File: config.mk
export PLATFORM = sky130hd
export DESIGN_NAME = wildcard_pattern_matcher_top
export DESIGN_NICKNAME = d
export VERILOG_FILES = /design/src/sv/wpm_pkg.sv /design/src/sv/wpm_cfg.sv /design/src/sv/wildcard_pattern_matcher_top.sv
export SDC_FILE = /design/constraint.sdc
export NUM_CORES = 1
export LEC_CHECK = 0
export BUFFER_PORTS_ARGS = -buffer_cell sky130_fd_sc_hd__buf_2
export CAP_MARGIN = 30
export CORE_MARGIN = 5
export CORE_UTILIZATION = 51
export CTS_BUF_LIST = sky130_fd_sc_hd__clkbuf_8
export DETAILED_ROUTE_END_ITERATION = 12
export PLACE_DENSITY = 0.69
export SYNTH_ARGS = -nofsm -noshare
export SYNTH_HDL_FRONTEND = slang
export SYNTH_SLANG_ARGS = --single-unit
File: constraint.sdc
create_clock -name clk -period 8.2 [get_ports clk]
set_clock_uncertainty 0.05 [all_clocks]
set_input_delay 0.41 -clock clk [delete_from_list [all_inputs] [get_ports clk]]
set_output_delay 0.41 -clock clk [all_outputs]
set_load 0.1 [all_outputs]
File: src/sv/wpm_pkg.sv
// shared constants and types for the wildcard pattern matcher
package wpm_pkg;

  localparam int CH_W       = 8;
  localparam int POS_W      = 6;
  localparam int CFG_IDX_W  = 3;
  localparam int CFG_DATA_W = 64;
  localparam int WORD_CHARS = CFG_DATA_W / CH_W;

  // register indexes on the configuration port
  localparam logic [CFG_IDX_W-1:0] CFG_PATTERN_W0  = 3'd0;
  localparam logic [CFG_IDX_W-1:0] CFG_PATTERN_LEN = 3'd4;
  localparam logic [CFG_IDX_W-1:0] CFG_EXACT       = 3'd5;

  // special pattern characters
  localparam logic [CH_W-1:0] CH_ONE = 8'h3F;
  localparam logic [CH_W-1:0] CH_ANY = 8'h2A;
  localparam logic [CH_W-1:0] CH_NUL = 8'h00;

  typedef logic [POS_W-1:0] pos_t;

  typedef struct packed {
    pos_t pat_pos;
    pos_t star_pos;
    logic star_seen;
    logic skipping;
    logic failed;
    logic overrun;
  } match_st_t;

endpackage

File: src/sv/wpm_cfg.sv
// pattern register bank with per-position end and wildcard flags
module wpm_cfg
  import wpm_pkg::*;
#(
  parameter int MAX_PATTERN = 32,
  localparam int IDX_W = (MAX_PATTERN > 1) ? $clog2(MAX_PATTERN) : 1,
  localparam int SLOTS = 1 << IDX_W
) (
  input  logic                        clk,
  input  logic                        rst_n,
  input  logic                        cfg_we,
  input  logic [CFG_IDX_W-1:0]        cfg_index,
  input  logic [CFG_DATA_W-1:0]       cfg_wdata,
  output logic [MAX_PATTERN*CH_W-1:0] pat_chars,
  output logic [SLOTS-1:0]            dead,
  output logic [SLOTS-1:0]            is_one,
  output logic [SLOTS-1:0]            is_any,
  output logic                        exact
);

  logic [MAX_PATTERN*CH_W-1:0] pat_r, pat_nxt;
  pos_t                        len_r, len_nxt;
  pos_t                        lim_nxt;
  logic                        exact_r, exact_nxt;
  logic [MAX_PATTERN-1:0]      zero_nxt;
  logic [MAX_PATTERN-1:0]      dead_r, dead_nxt;

  always_comb begin
    pat_nxt   = pat_r;
    len_nxt   = len_r;
    exact_nxt = exact_r;
    for (int i = 0; i < MAX_PATTERN; i++) begin
      if (cfg_we && cfg_index == CFG_PATTERN_W0 + CFG_IDX_W'(i / WORD_CHARS)) begin
        pat_nxt[i*CH_W +: CH_W] = cfg_wdata[(i % WORD_CHARS)*CH_W +: CH_W];
      end
    end
    if (cfg_we && cfg_index == CFG_PATTERN_LEN) begin
      len_nxt = cfg_wdata[POS_W-1:0];
    end
    if (cfg_we && cfg_index == CFG_EXACT) begin
      exact_nxt = cfg_wdata[0];
    end
  end

  // a position is dead when past the saturated length or at/after the first nul
  always_comb begin
    lim_nxt = (len_nxt > POS_W'(MAX_PATTERN)) ? POS_W'(MAX_PATTERN) : len_nxt;
    for (int i = 0; i < MAX_PATTERN; i++) begin
      zero_nxt[i] = (pat_nxt[i*CH_W +: CH_W] == CH_NUL);
    end
    for (int i = 0; i < MAX_PATTERN; i++) begin
      dead_nxt[i] = (POS_W'(i) >= lim_nxt) ||
                    (|(zero_nxt & ({MAX_PATTERN{1'b1}} >> (MAX_PATTERN - 1 - i))));
    end
  end

  always_ff @(posedge clk) begin
    if (!rst_n) begin
      pat_r   <= '0;
      len_r   <= '0;
      exact_r <= 1'b1;
      dead_r  <= '1;
    end else begin
      pat_r   <= pat_nxt;
      len_r   <= len_nxt;
      exact_r <= exact_nxt;
      dead_r  <= dead_nxt;
    end
  end

  always_comb begin
    dead   = '1;
    is_one = '0;
    is_any = '0;
    dead[MAX_PATTERN-1:0] = dead_r;
    for (int i = 0; i < MAX_PATTERN; i++) begin
      is_one[i] = (pat_r[i*CH_W +: CH_W] == CH_ONE);
      is_any[i] = (pat_r[i*CH_W +: CH_W] == CH_ANY);
    end
  end

  assign pat_chars = pat_r;
  assign exact     = exact_r;

endmodule

File: src/sv/wildcard_pattern_matcher_top.sv
// wildcard pattern matcher top level: input stage, match step and result register
//
// The block takes one name character per beat and compares it with a
// wildcard pattern of up to MAX_PATTERN characters held in the cfg_
// registers. '?' matches any single character; '*' skips name characters
// until one equals the pattern character after the star, and a later
// literal mismatch falls back to the last star. A beat with in_is_end set
// produces one beat on the out_ channel carrying out_matched and returns
// the match state to its reset value; a character of zero is dropped.
// A new beat is accepted every cycle unless the input stalls. Each beat is
// captured in an input register and resolved from there by one pass of
// compare logic (one byte comparator per pattern position); the answer for
// an end beat is then registered in the result register. Only an end beat can
// stall the input, and only while the result register is full and stalled.
// The end of the pattern (length, saturation and first nul byte) is
// resolved when the pattern registers are written, so patterns must be
// written while no name is in flight.
module wildcard_pattern_matcher_top
  import wpm_pkg::*;
#(
  parameter int MAX_PATTERN = 32
) (
  input  logic                  clk,
  input  logic                  rst_n,
  // input channel
  input  logic                  in_valid,
  output logic                  in_stall,
  input  logic [CH_W-1:0]       in_ch,
  input  logic                  in_is_end,
  // result channel
  output logic                  out_valid,
  input  logic                  out_stall,
  output logic                  out_matched,
  // configuration port
  input  logic                  cfg_we,
  input  logic [CFG_IDX_W-1:0]  cfg_index,
  input  logic [CFG_DATA_W-1:0] cfg_wdata
);

  localparam int IDX_W = (MAX_PATTERN > 1) ? $clog2(MAX_PATTERN) : 1;
  localparam int SLOTS = 1 << IDX_W;

  // pattern bank
  logic [MAX_PATTERN*CH_W-1:0] pat_chars;
  logic [SLOTS-1:0]            dead;
  logic [SLOTS-1:0]            is_one;
  logic [SLOTS-1:0]            is_any;
  logic                        exact;

  wpm_cfg #(
    .MAX_PATTERN (MAX_PATTERN)
  ) u_cfg (
    .clk       (clk),
    .rst_n     (rst_n),
    .cfg_we    (cfg_we),
    .cfg_index (cfg_index),
    .cfg_wdata (cfg_wdata),
    .pat_chars (pat_chars),
    .dead      (dead),
    .is_one    (is_one),
    .is_any    (is_any),
    .exact     (exact)
  );

  // input stage
  logic            s1_valid_r, s1_valid_nxt;
  logic [CH_W-1:0] s1_ch_r, s1_ch_nxt;
  logic            s1_end_r, s1_end_nxt;

  // match state
  match_st_t st_r, st_nxt;

  // result register
  logic out_valid_r, out_valid_nxt;
  logic out_matched_r, out_matched_nxt;

  logic in_acc;
  logic out_free;
  logic s1_go;

  // step decode
  logic [SLOTS-1:0] eq_vec;
  logic             cur_end, cur_hit, cur_one, cur_any;
  pos_t             pos_inc;
  pos_t             la_base, la_pos;
  logic             la_end, la_hit;
  logic             answer;

  // handshake: the result register frees up when empty or being taken
  assign out_free = !out_valid_r || !out_stall;
  assign in_stall = s1_valid_r && s1_end_r && !out_free;
  assign s1_go    = s1_valid_r && !in_stall;
  assign in_acc   = in_valid && !in_stall;

  always_comb begin
    s1_valid_nxt = s1_valid_r;
    s1_ch_nxt    = s1_ch_r;
    s1_end_nxt   = s1_end_r;
    if (in_acc) begin
      s1_valid_nxt = 1'b1;
      s1_ch_nxt    = in_ch;
      s1_end_nxt   = in_is_end;
    end else if (s1_go) begin
      s1_valid_nxt = 1'b0;
    end
  end

  // one comparator per pattern position against the staged character
  always_comb begin
    eq_vec = '0;
    for (int i = 0; i < MAX_PATTERN; i++) begin
      eq_vec[i] = (pat_chars[i*CH_W +: CH_W] == s1_ch_r);
    end
  end

  // current pattern position
  assign cur_end = (st_r.pat_pos >= POS_W'(MAX_PATTERN)) || dead[st_r.pat_pos[IDX_W-1:0]];
  assign cur_hit = !cur_end && eq_vec[st_r.pat_pos[IDX_W-1:0]];
  assign cur_one = !cur_end && is_one[st_r.pat_pos[IDX_W-1:0]];
  assign cur_any = !cur_end && is_any[st_r.pat_pos[IDX_W-1:0]];
  assign pos_inc = st_r.pat_pos + 1'b1;

  // lookahead after a star: the new star here, or the remembered one on fallback
  assign la_base = cur_any ? st_r.pat_pos : st_r.star_pos;
  assign la_pos  = la_base + 1'b1;
  assign la_end  = (la_pos >= POS_W'(MAX_PATTERN)) || dead[la_pos[IDX_W-1:0]];
  assign la_hit  = !la_end && eq_vec[la_pos[IDX_W-1:0]];

  // answer for an end beat
  always_comb begin
    if (st_r.failed) begin
      answer = 1'b0;
    end else if (st_r.overrun) begin
      answer = !exact;
    end else begin
      answer = cur_end;
    end
  end

  always_comb begin
    st_nxt = st_r;
    if (s1_go) begin
      if (s1_end_r) begin
        st_nxt = '0;
      end else if (s1_ch_r == CH_NUL || st_r.failed || st_r.overrun) begin
        st_nxt = st_r;
      end else if (st_r.skipping) begin
        // hunt for the literal after the star
        if (cur_hit) begin
          st_nxt.pat_pos  = pos_inc;
          st_nxt.skipping = 1'b0;
        end
      end else if (cur_end) begin
        st_nxt.overrun = 1'b1;
      end else if (cur_any || (!cur_one && !cur_hit && st_r.star_seen)) begin
        // enter a star, either newly met or by falling back to the last one
        if (cur_any) begin
          st_nxt.star_pos  = st_r.pat_pos;
          st_nxt.star_seen = 1'b1;
        end
        if (la_hit) begin
          st_nxt.pat_pos  = la_pos + 1'b1;
          st_nxt.skipping = 1'b0;
        end else begin
          st_nxt.pat_pos  = la_pos;
          st_nxt.skipping = 1'b1;
        end
      end else if (cur_one || cur_hit) begin
        st_nxt.pat_pos = pos_inc;
      end else begin
        st_nxt.failed = 1'b1;
      end
    end
  end

  // result register
  always_comb begin
    out_valid_nxt   = out_valid_r;
    out_matched_nxt = out_matched_r;
    if (s1_go && s1_end_r) begin
      out_valid_nxt   = 1'b1;
      out_matched_nxt = answer;
    end else if (!out_stall) begin
      out_valid_nxt = 1'b0;
    end
  end

  always_ff @(posedge clk) begin
    if (!rst_n) begin
      s1_valid_r  <= 1'b0;
      st_r        <= '0;
      out_valid_r <= 1'b0;
    end else begin
      s1_valid_r  <= s1_valid_nxt;
      st_r        <= st_nxt;
      out_valid_r <= out_valid_nxt;
    end
  end

  always_ff @(posedge clk) begin
    s1_ch_r       <= s1_ch_nxt;
    s1_end_r      <= s1_end_nxt;
    out_matched_r <= out_matched_nxt;
  end

  assign out_valid   = out_valid_r;
  assign out_matched = out_matched_r;

  // skipping only runs while the match is still live
  a_skip_live: assert property (@(posedge clk) disable iff (!rst_n)
    !(st_r.skipping && (st_r.failed || st_r.overrun)))
    else $error("skipping while failed or overrun");

  // failure and overrun exclude each other
  a_fail_overrun: assert property (@(posedge clk) disable iff (!rst_n)
    !(st_r.failed && st_r.overrun))
    else $error("failed and overrun both set");

  // position never runs beyond MAX_PATTERN + 1
  a_pos_range: assert property (@(posedge clk) disable iff (!rst_n)
    st_r.pat_pos <= POS_W'(MAX_PATTERN + 1))
    else $error("pattern position out of range");

  // input only stalls behind an end beat waiting on the result register
  a_stall_cause: assert property (@(posedge clk) disable iff (!rst_n)
    in_stall |-> (s1_valid_r && s1_end_r && out_valid_r))
    else $error("input stalled without a pending end beat");

  // a new result only follows a staged end beat
  a_result_src: assert property (@(posedge clk) disable iff (!rst_n)
    $rose(out_valid_r) |-> $past(s1_valid_r && s1_end_r))
    else $error("result without an end beat");

endmodule
==> Word-level counts from Yosys, hierarchy flattened <==
Cells that the tools add are included.
{ "word_totals": {"register_bits": 323, "out_inout_bits": 3} }
{ "op_classes": {"n_addsub": 3, "n_lt_le_gt_ge": 37, "n_mux": 70, "reduce_logical": 140, "n_eq_ne": 109} }
{ "ops": {"columns": ["operator", "n"], "rows": [
  ["$eq 8x6->1 const B", 64],
  ["$logic_not 8->1", 33],
  ["$mux 8", 33],
  ["$eq 8x8->1", 32],
  ["$ge 5x6->1 const A", 16],
  ["$ge 4x6->1 const A", 8],
  ["$mux 6", 8],
  ["$logic_or 1x1->1", 39],
  ["$mux 16", 2],
  ["$reduce_or 32->1", 1],
  ["$reduce_or 31->1", 1],
  ["$bmux 1 s5", 6],
  ["$reduce_or 30->1", 1],
  ["$reduce_or 29->1", 1],
  ["$reduce_or 28->1", 1],
  ["$reduce_or 27->1", 1],
  ["$reduce_or 26->1", 1],
  ["$reduce_or 25->1", 1],
  ["$ge 3x6->1 const A", 4],
  ["$reduce_or 24->1", 1],
  ["$reduce_or 23->1", 1],
  ["$reduce_or 22->1", 1],
  ["$reduce_or 21->1", 1],
  ["$reduce_or 20->1", 1],
  ["other kinds (44)", 101]
]} }

==> Depth between registers and ports, before layout <==
{ "logic_depth": {"ltp_word": 18, "depth_mapped": 24} }

==> By module <==
A second synthesis with hierarchy kept.
{ "hier_totals": {"hier_cells": 2367, "area_unflattened_um2": 18955.7} }
{ "modules_own_cells": {"columns": ["module", "area_per_inst_um2", "n_inst", "cells_each", "seq_area_each_um2"], "rows": [
  ["wpm_cfg", 12658.4, 1, 1607, 5905.7],
  ["wildcard_pattern_matcher_top", 6297.3, 1, 760, 660.6]
]} }

==> Worst setup path after synthesis <==
OpenSTA, ideal clock, no wires.
{ "synth_path": {"path_type": "flip-flop to flip-flop", "start": "register st_r[12] (netlist bit)", "end": "register st_r[13] (netlist bit)", "setup_time_ns": 0.133, "t_arrival_ns": 5.641, "setup_slack_ns": 2.375, "path_stages_with_launch": 22, "cell_sequence": "dfxtp_1 > buf_6 > mux4_2 > mux4_2 > nor3b_2 > a31oi_2 > a21o_1 > buf_6 > nor3_1 > clkbuf_1 > mux2_2 > ha_1 > nand2b_1 > a2111oi_4 > nor2_2 > buf_2 > a2111oi_1 > nor4b_1 > or3_1 > or3_1 > o2111ai_1 > o311ai_1"} }
{ "synth_between": {"elab_chain_cells": 18, "word_cells_on_any_way": 44, "classes_between": "3 x add/sub; 2 x order compare; 2 x eq/ne; 21 x mux; 16 x reduce/logical"} }
{ "synth_lines": {"columns": ["element", "line_no", "source"], "rows": [
  ["from (decl)", "wildcard_pattern_matcher_top.sv:71", "match_st_t st_r, st_nxt;"],
  ["from (signal assigned)", "wildcard_pattern_matcher_top.sv:195", "st_r <= st_nxt;"],
  ["$bmux 1 s5", "wildcard_pattern_matcher_top.sv:117", "assign cur_end = (st_r.pat_pos >= POS_W'(MAX_PATTERN)) || dead[st_r.pat_pos[IDX_W-1:0]];"],
  ["$mux 1 (implied by the code)", "wildcard_pattern_matcher_top.sv:117", null],
  ["$logic_or 1x1->1", "wildcard_pattern_matcher_top.sv:117", null],
  ["$logic_not 1->1", "wildcard_pattern_matcher_top.sv:118, wildcard_pattern_matcher_top.sv:119, wildcard_pattern_matcher_top.sv:120", null],
  ["$logic_and 1x1->1", "wildcard_pattern_matcher_top.sv:120", "assign cur_any = !cur_end && is_any[st_r.pat_pos[IDX_W-1:0]];"],
  ["$mux 6", "wildcard_pattern_matcher_top.sv:124", "assign la_base = cur_any ? st_r.pat_pos : st_r.star_pos;"],
  ["$add 6x1->6", "wildcard_pattern_matcher_top.sv:125", "assign la_pos = la_base + 1'b1;"],
  ["$bmux 1 s5", "wildcard_pattern_matcher_top.sv:126", "assign la_end = (la_pos >= POS_W'(MAX_PATTERN)) || dead[la_pos[IDX_W-1:0]];"],
  ["[2 not listed]", null, null],
  ["$logic_not 1->1", "wildcard_pattern_matcher_top.sv:127", "assign la_hit = !la_end && eq_vec[la_pos[IDX_W-1:0]];"],
  ["$logic_and 1x1->1", "wildcard_pattern_matcher_top.sv:127", null],
  ["$mux 6", "wildcard_pattern_matcher_top.sv:161", "if (la_hit) begin"],
  ["$mux 6", "wildcard_pattern_matcher_top.sv:155", "end else if (cur_any || (!cur_one && !cur_hit && st_r.star_seen)) begin"],
  ["$mux 15", "wildcard_pattern_matcher_top.sv:153", "end else if (cur_end) begin"],
  ["$mux 6", "wildcard_pattern_matcher_top.sv:147", "end else if (st_r.skipping) begin"],
  ["$mux 16", "wildcard_pattern_matcher_top.sv:145", "end else if (s1_ch_r == CH_NUL || st_r.failed || st_r.overrun) begin"],
  ["$mux 16", "wildcard_pattern_matcher_top.sv:143", "if (s1_end_r) begin"]
]} }
Several ways; a longest one is shown, not always the timed one. The select of a mux whose other input is x is not followed.
A chain may end at the register's enable or synchronous reset.

==> Worst setup path after layout <==
{ "layout_path": {"start": "register st_r[10] (netlist bit)", "end": "register st_r[12] (netlist bit)"} }
Same word-level chain as after synthesis.

==> metrics.cfg <==
[global_route]
grt_pass1_wl_um = 104700
grt_usage_pct = 34.19
grt_pass1_vias = 17230
grt_max_degree = 98
grt_remaining_overflow = 0
antenna_found_initial = 1

[setup_path]
start_kind = register
required_ps = 8680
critPathKind = reg -> reg
worstPathMaxFanout = 21
slowest_delay_ps = 850
reg2regPathDepth = 18
crit_cells = 18
path_cells = buf_4, nand4_1, nor4_1, nor3_1, o41ai_2, a2bb2oi_1, nand4_2, nand2_4, ha_1, nand2b_1, a2111oi_4, nor2_2, mux2_2, o2111ai_1, o311ai_1, o31ai_2, mux2i_1, a21boi_1
crit_path_end_kind = register
cp_top_family = compound AO/OA/AOI/OAI gates
critPathBufInv = 1
cp_data_arrival_time_ps = 7110
cpMaxStageDelayCell = dfxtp_2

[layout]
stdcell_area_um2 = 20740
antenna_cells = 0
drive_above_1_share_pct = 10.55
area_delta_synth_final_pct = 13.30
final_nets = 2531
fin_util_pct = 58.44

[clock_tree]
post-cts-setup-buffers = 0
cts.sinks = 323
postCtsHoldBufs = 67
clk_path_buf_depth = 3
post_cts_resized = 0
tritoncts = built
htree_levels = 2
clock_latency_ps = 660
path_clk_slew_ps = 70
clock-root-buffer = clkbuf_8
cts_made_buffers = 55

[power]
peakVddDrop_mv = 0.1492
total_leakage_power_nw = 6.715
p_per_area_nw_per_um2 = 170.1

[yosys]
synth_area_um2 = 18300
synthCells = 2356
syn-num-nets = 2442
async_reset_ff_share_pct = 0
ys_warn_count = 0
synth-main-ff-cell = dfxtp_1
synth-seq-cells = 323
synth.lib_cells_used.distinct = 91
syn_area_per_cell_um2 = 7.768
synth-edff-count = 10
seq_area_frac_synth_pct = 35.88

[route]
vias = 18530
drc = 0
vias_per_cell = 6.295
drt_iter0_drc = 2151
drtAntennaViolNets = 0
wire_per_inst_um = 23.69
postRouteWirelength_um = 69750
first_pass_iters = 6

[placed_design]
placed_area_um2 = 18980
place_ws_ps = 1816
hpwl_um = 47430
gp_congestion = 1.018
io_buffers = 83

[floorplanning]
rows = 69
core-area_um2 = 35480
io_pins = 84
die_width_um = 199.4
start_util_pct = 51.58
die_h_um = 199.4
dieArea_um2 = 39780

[min_path]
min_path_cells = 3
hold_path_class = in -> reg

[sta]
min_period_over_period_pct = 80.84
fmax_mhz = 150.9
maxSlewViolCount = 0
worst_pin_slew_ps = 1052
tns_ps = 0
relSlewSlack_pct = 29.89
min_period_ps = 6629
finalWorstSetupSlack_ps = 1571
finalHoldViolations = 0
rsz0062_at_grt = false
finalSetupViolCount = 0

[status]
status = complete, no violations

[flow_run]
max_cap_violations = 0

==> kinds of logic (layout without fill, tap and decap cells) <==
kind of cell    after synthesis  in the layout  synth area share, %
mux                          55             55                4.977
flops                       323            323                35.88
buf+inv                     170            297                3.767
fa+ha+maj                     5              5               0.3418
compound gates              442            442                14.73
simple gates               1099           1099                27.78
xor+xnor                    262            262                12.54
==> through the flow <==
| step | total power, mW | hold slack, ps | std cells |
|---|---|---|---|
| 6_report | 3.528 | 39.86 | 2944 |
| 5_1_grt | 3.641 | 20.72 | 2944 |
| 4_1_cts | 3.537 | 1.124 | 2943 |
| 3_5_place_dp | 2.062 | 412.9 | 2781 |
| 3_3_place_gp | 2.053 | 411.8 | 2780 |
| 2_1_floorplan | 1.911 | 379.5 | 2356 |
==> worst reg2reg max path, stage by stage (launching register included) <==
cell and delay (ps):
dfxtp_2 850, buf_4 390, nand4_1 150, nor4_1 280, nor3_1 130, o41ai_2 420
a2bb2oi_1 660, nand4_2 330, nand2_4 290, ha_1 290, nand2b_1 200, a2111oi_4 100
nor2_2 660, mux2_2 430, o2111ai_1 180, o311ai_1 170, o31ai_2 550, mux2i_1 260
a21boi_1 110
==> per-layer routing <==
| metal | track usage [%] | wire length (um) | up-vias |
|---|---|---|---|
| met5 | 0 | 13 | - |
| met1 | 47.56 | 28700 | 8877 |
| met2 | 53.06 | 31310 | 997 |
| met3 | 6.002 | 6852 | 174 |
| li1 | - | - | 8483 |
| met4 | 13.64 | 2877 | 2 |
==> report_power, final <==
group	internal [mW]	switching, mW
clock network	0.780	0.683
logic	0.153	0.262
registers	1.61	0.0388
total	2.54	0.985
==> worst paths after layout <==
kind | startpoint | endpoint | slack (ps)
worst max-delay path | st_r[10]$_SDFFE_PN0P_ | st_r[12]$_SDFFE_PN0P_ | 1570
worst min-delay path | cfg_wdata[21] | u_cfg.pat_chars[213]$_SDFF_PN0_ | 40
worst max register to register | st_r[10]$_SDFFE_PN0P_ | st_r[12]$_SDFFE_PN0P_ | 1570
worst min register to register | st_r[5]$_SDFFE_PN0P_ | st_r[5]$_SDFFE_PN0P_ | 420
==> synthesized netlist by cell type, drive strengths merged (26+ instances only) <==
master    n  share of area [%]
xnor2   259                 12
a21oi   283                7.7
buf      33               0.96
o21ai    30               0.82
clkbuf  120                2.5
nor3     80                2.2
mux4     26                3.3
nor2    124                2.6
nand2   580                 12
nor4     41                1.4
nand4   100                3.5
dfxtp   313                 34
nand3    51                1.4
==> cells in the final DEF (no fill, tap or decap), types with 17 or more instances in the layout <==
cell / instances
inv_1: 30
mux2i_1: 22
xnor2_1: 259
nor2_1: 121
o21ai_0: 30
nand2_1: 577
buf_2: 83
nand4_1: 99
nand3_1: 51
mux4_2: 19
a21oi_1: 283
dlygate4sd3_1: 67
nor3_1: 79
dfxtp_1: 312
and3_1: 17
or3_1: 24
nor4_1: 40
clkbuf_8: 69
buf_4: 34
==> registers in the layout (all words and copies together) (netlist names) <==
signal / cells
st_r: 16
s1_valid_r: 1
u_cfg.pat_chars: 256
s1_end_r: 1
out_valid: 1
u_cfg.exact: 1
out_matched: 1
s1_ch_r: 8
u_cfg.len_r: 6
u_cfg.dead: 32
==> area by class of cell <==
| type | count | area [um^2] |
|---|---|---|
| repair buffers | 185 | 1369 |
| flip-flops and latches | 323 | 6568 |
| fillers | 3284 | 14750 |
| clock inverters | 26 | 133.9 |
| well taps | 461 | 576.8 |
| inverters | 17 | 71.32 |
| clock buffers | 69 | 949.7 |
| multi-input cells | 1863 | 11070 |
Power figures use the tool's default switching activity.
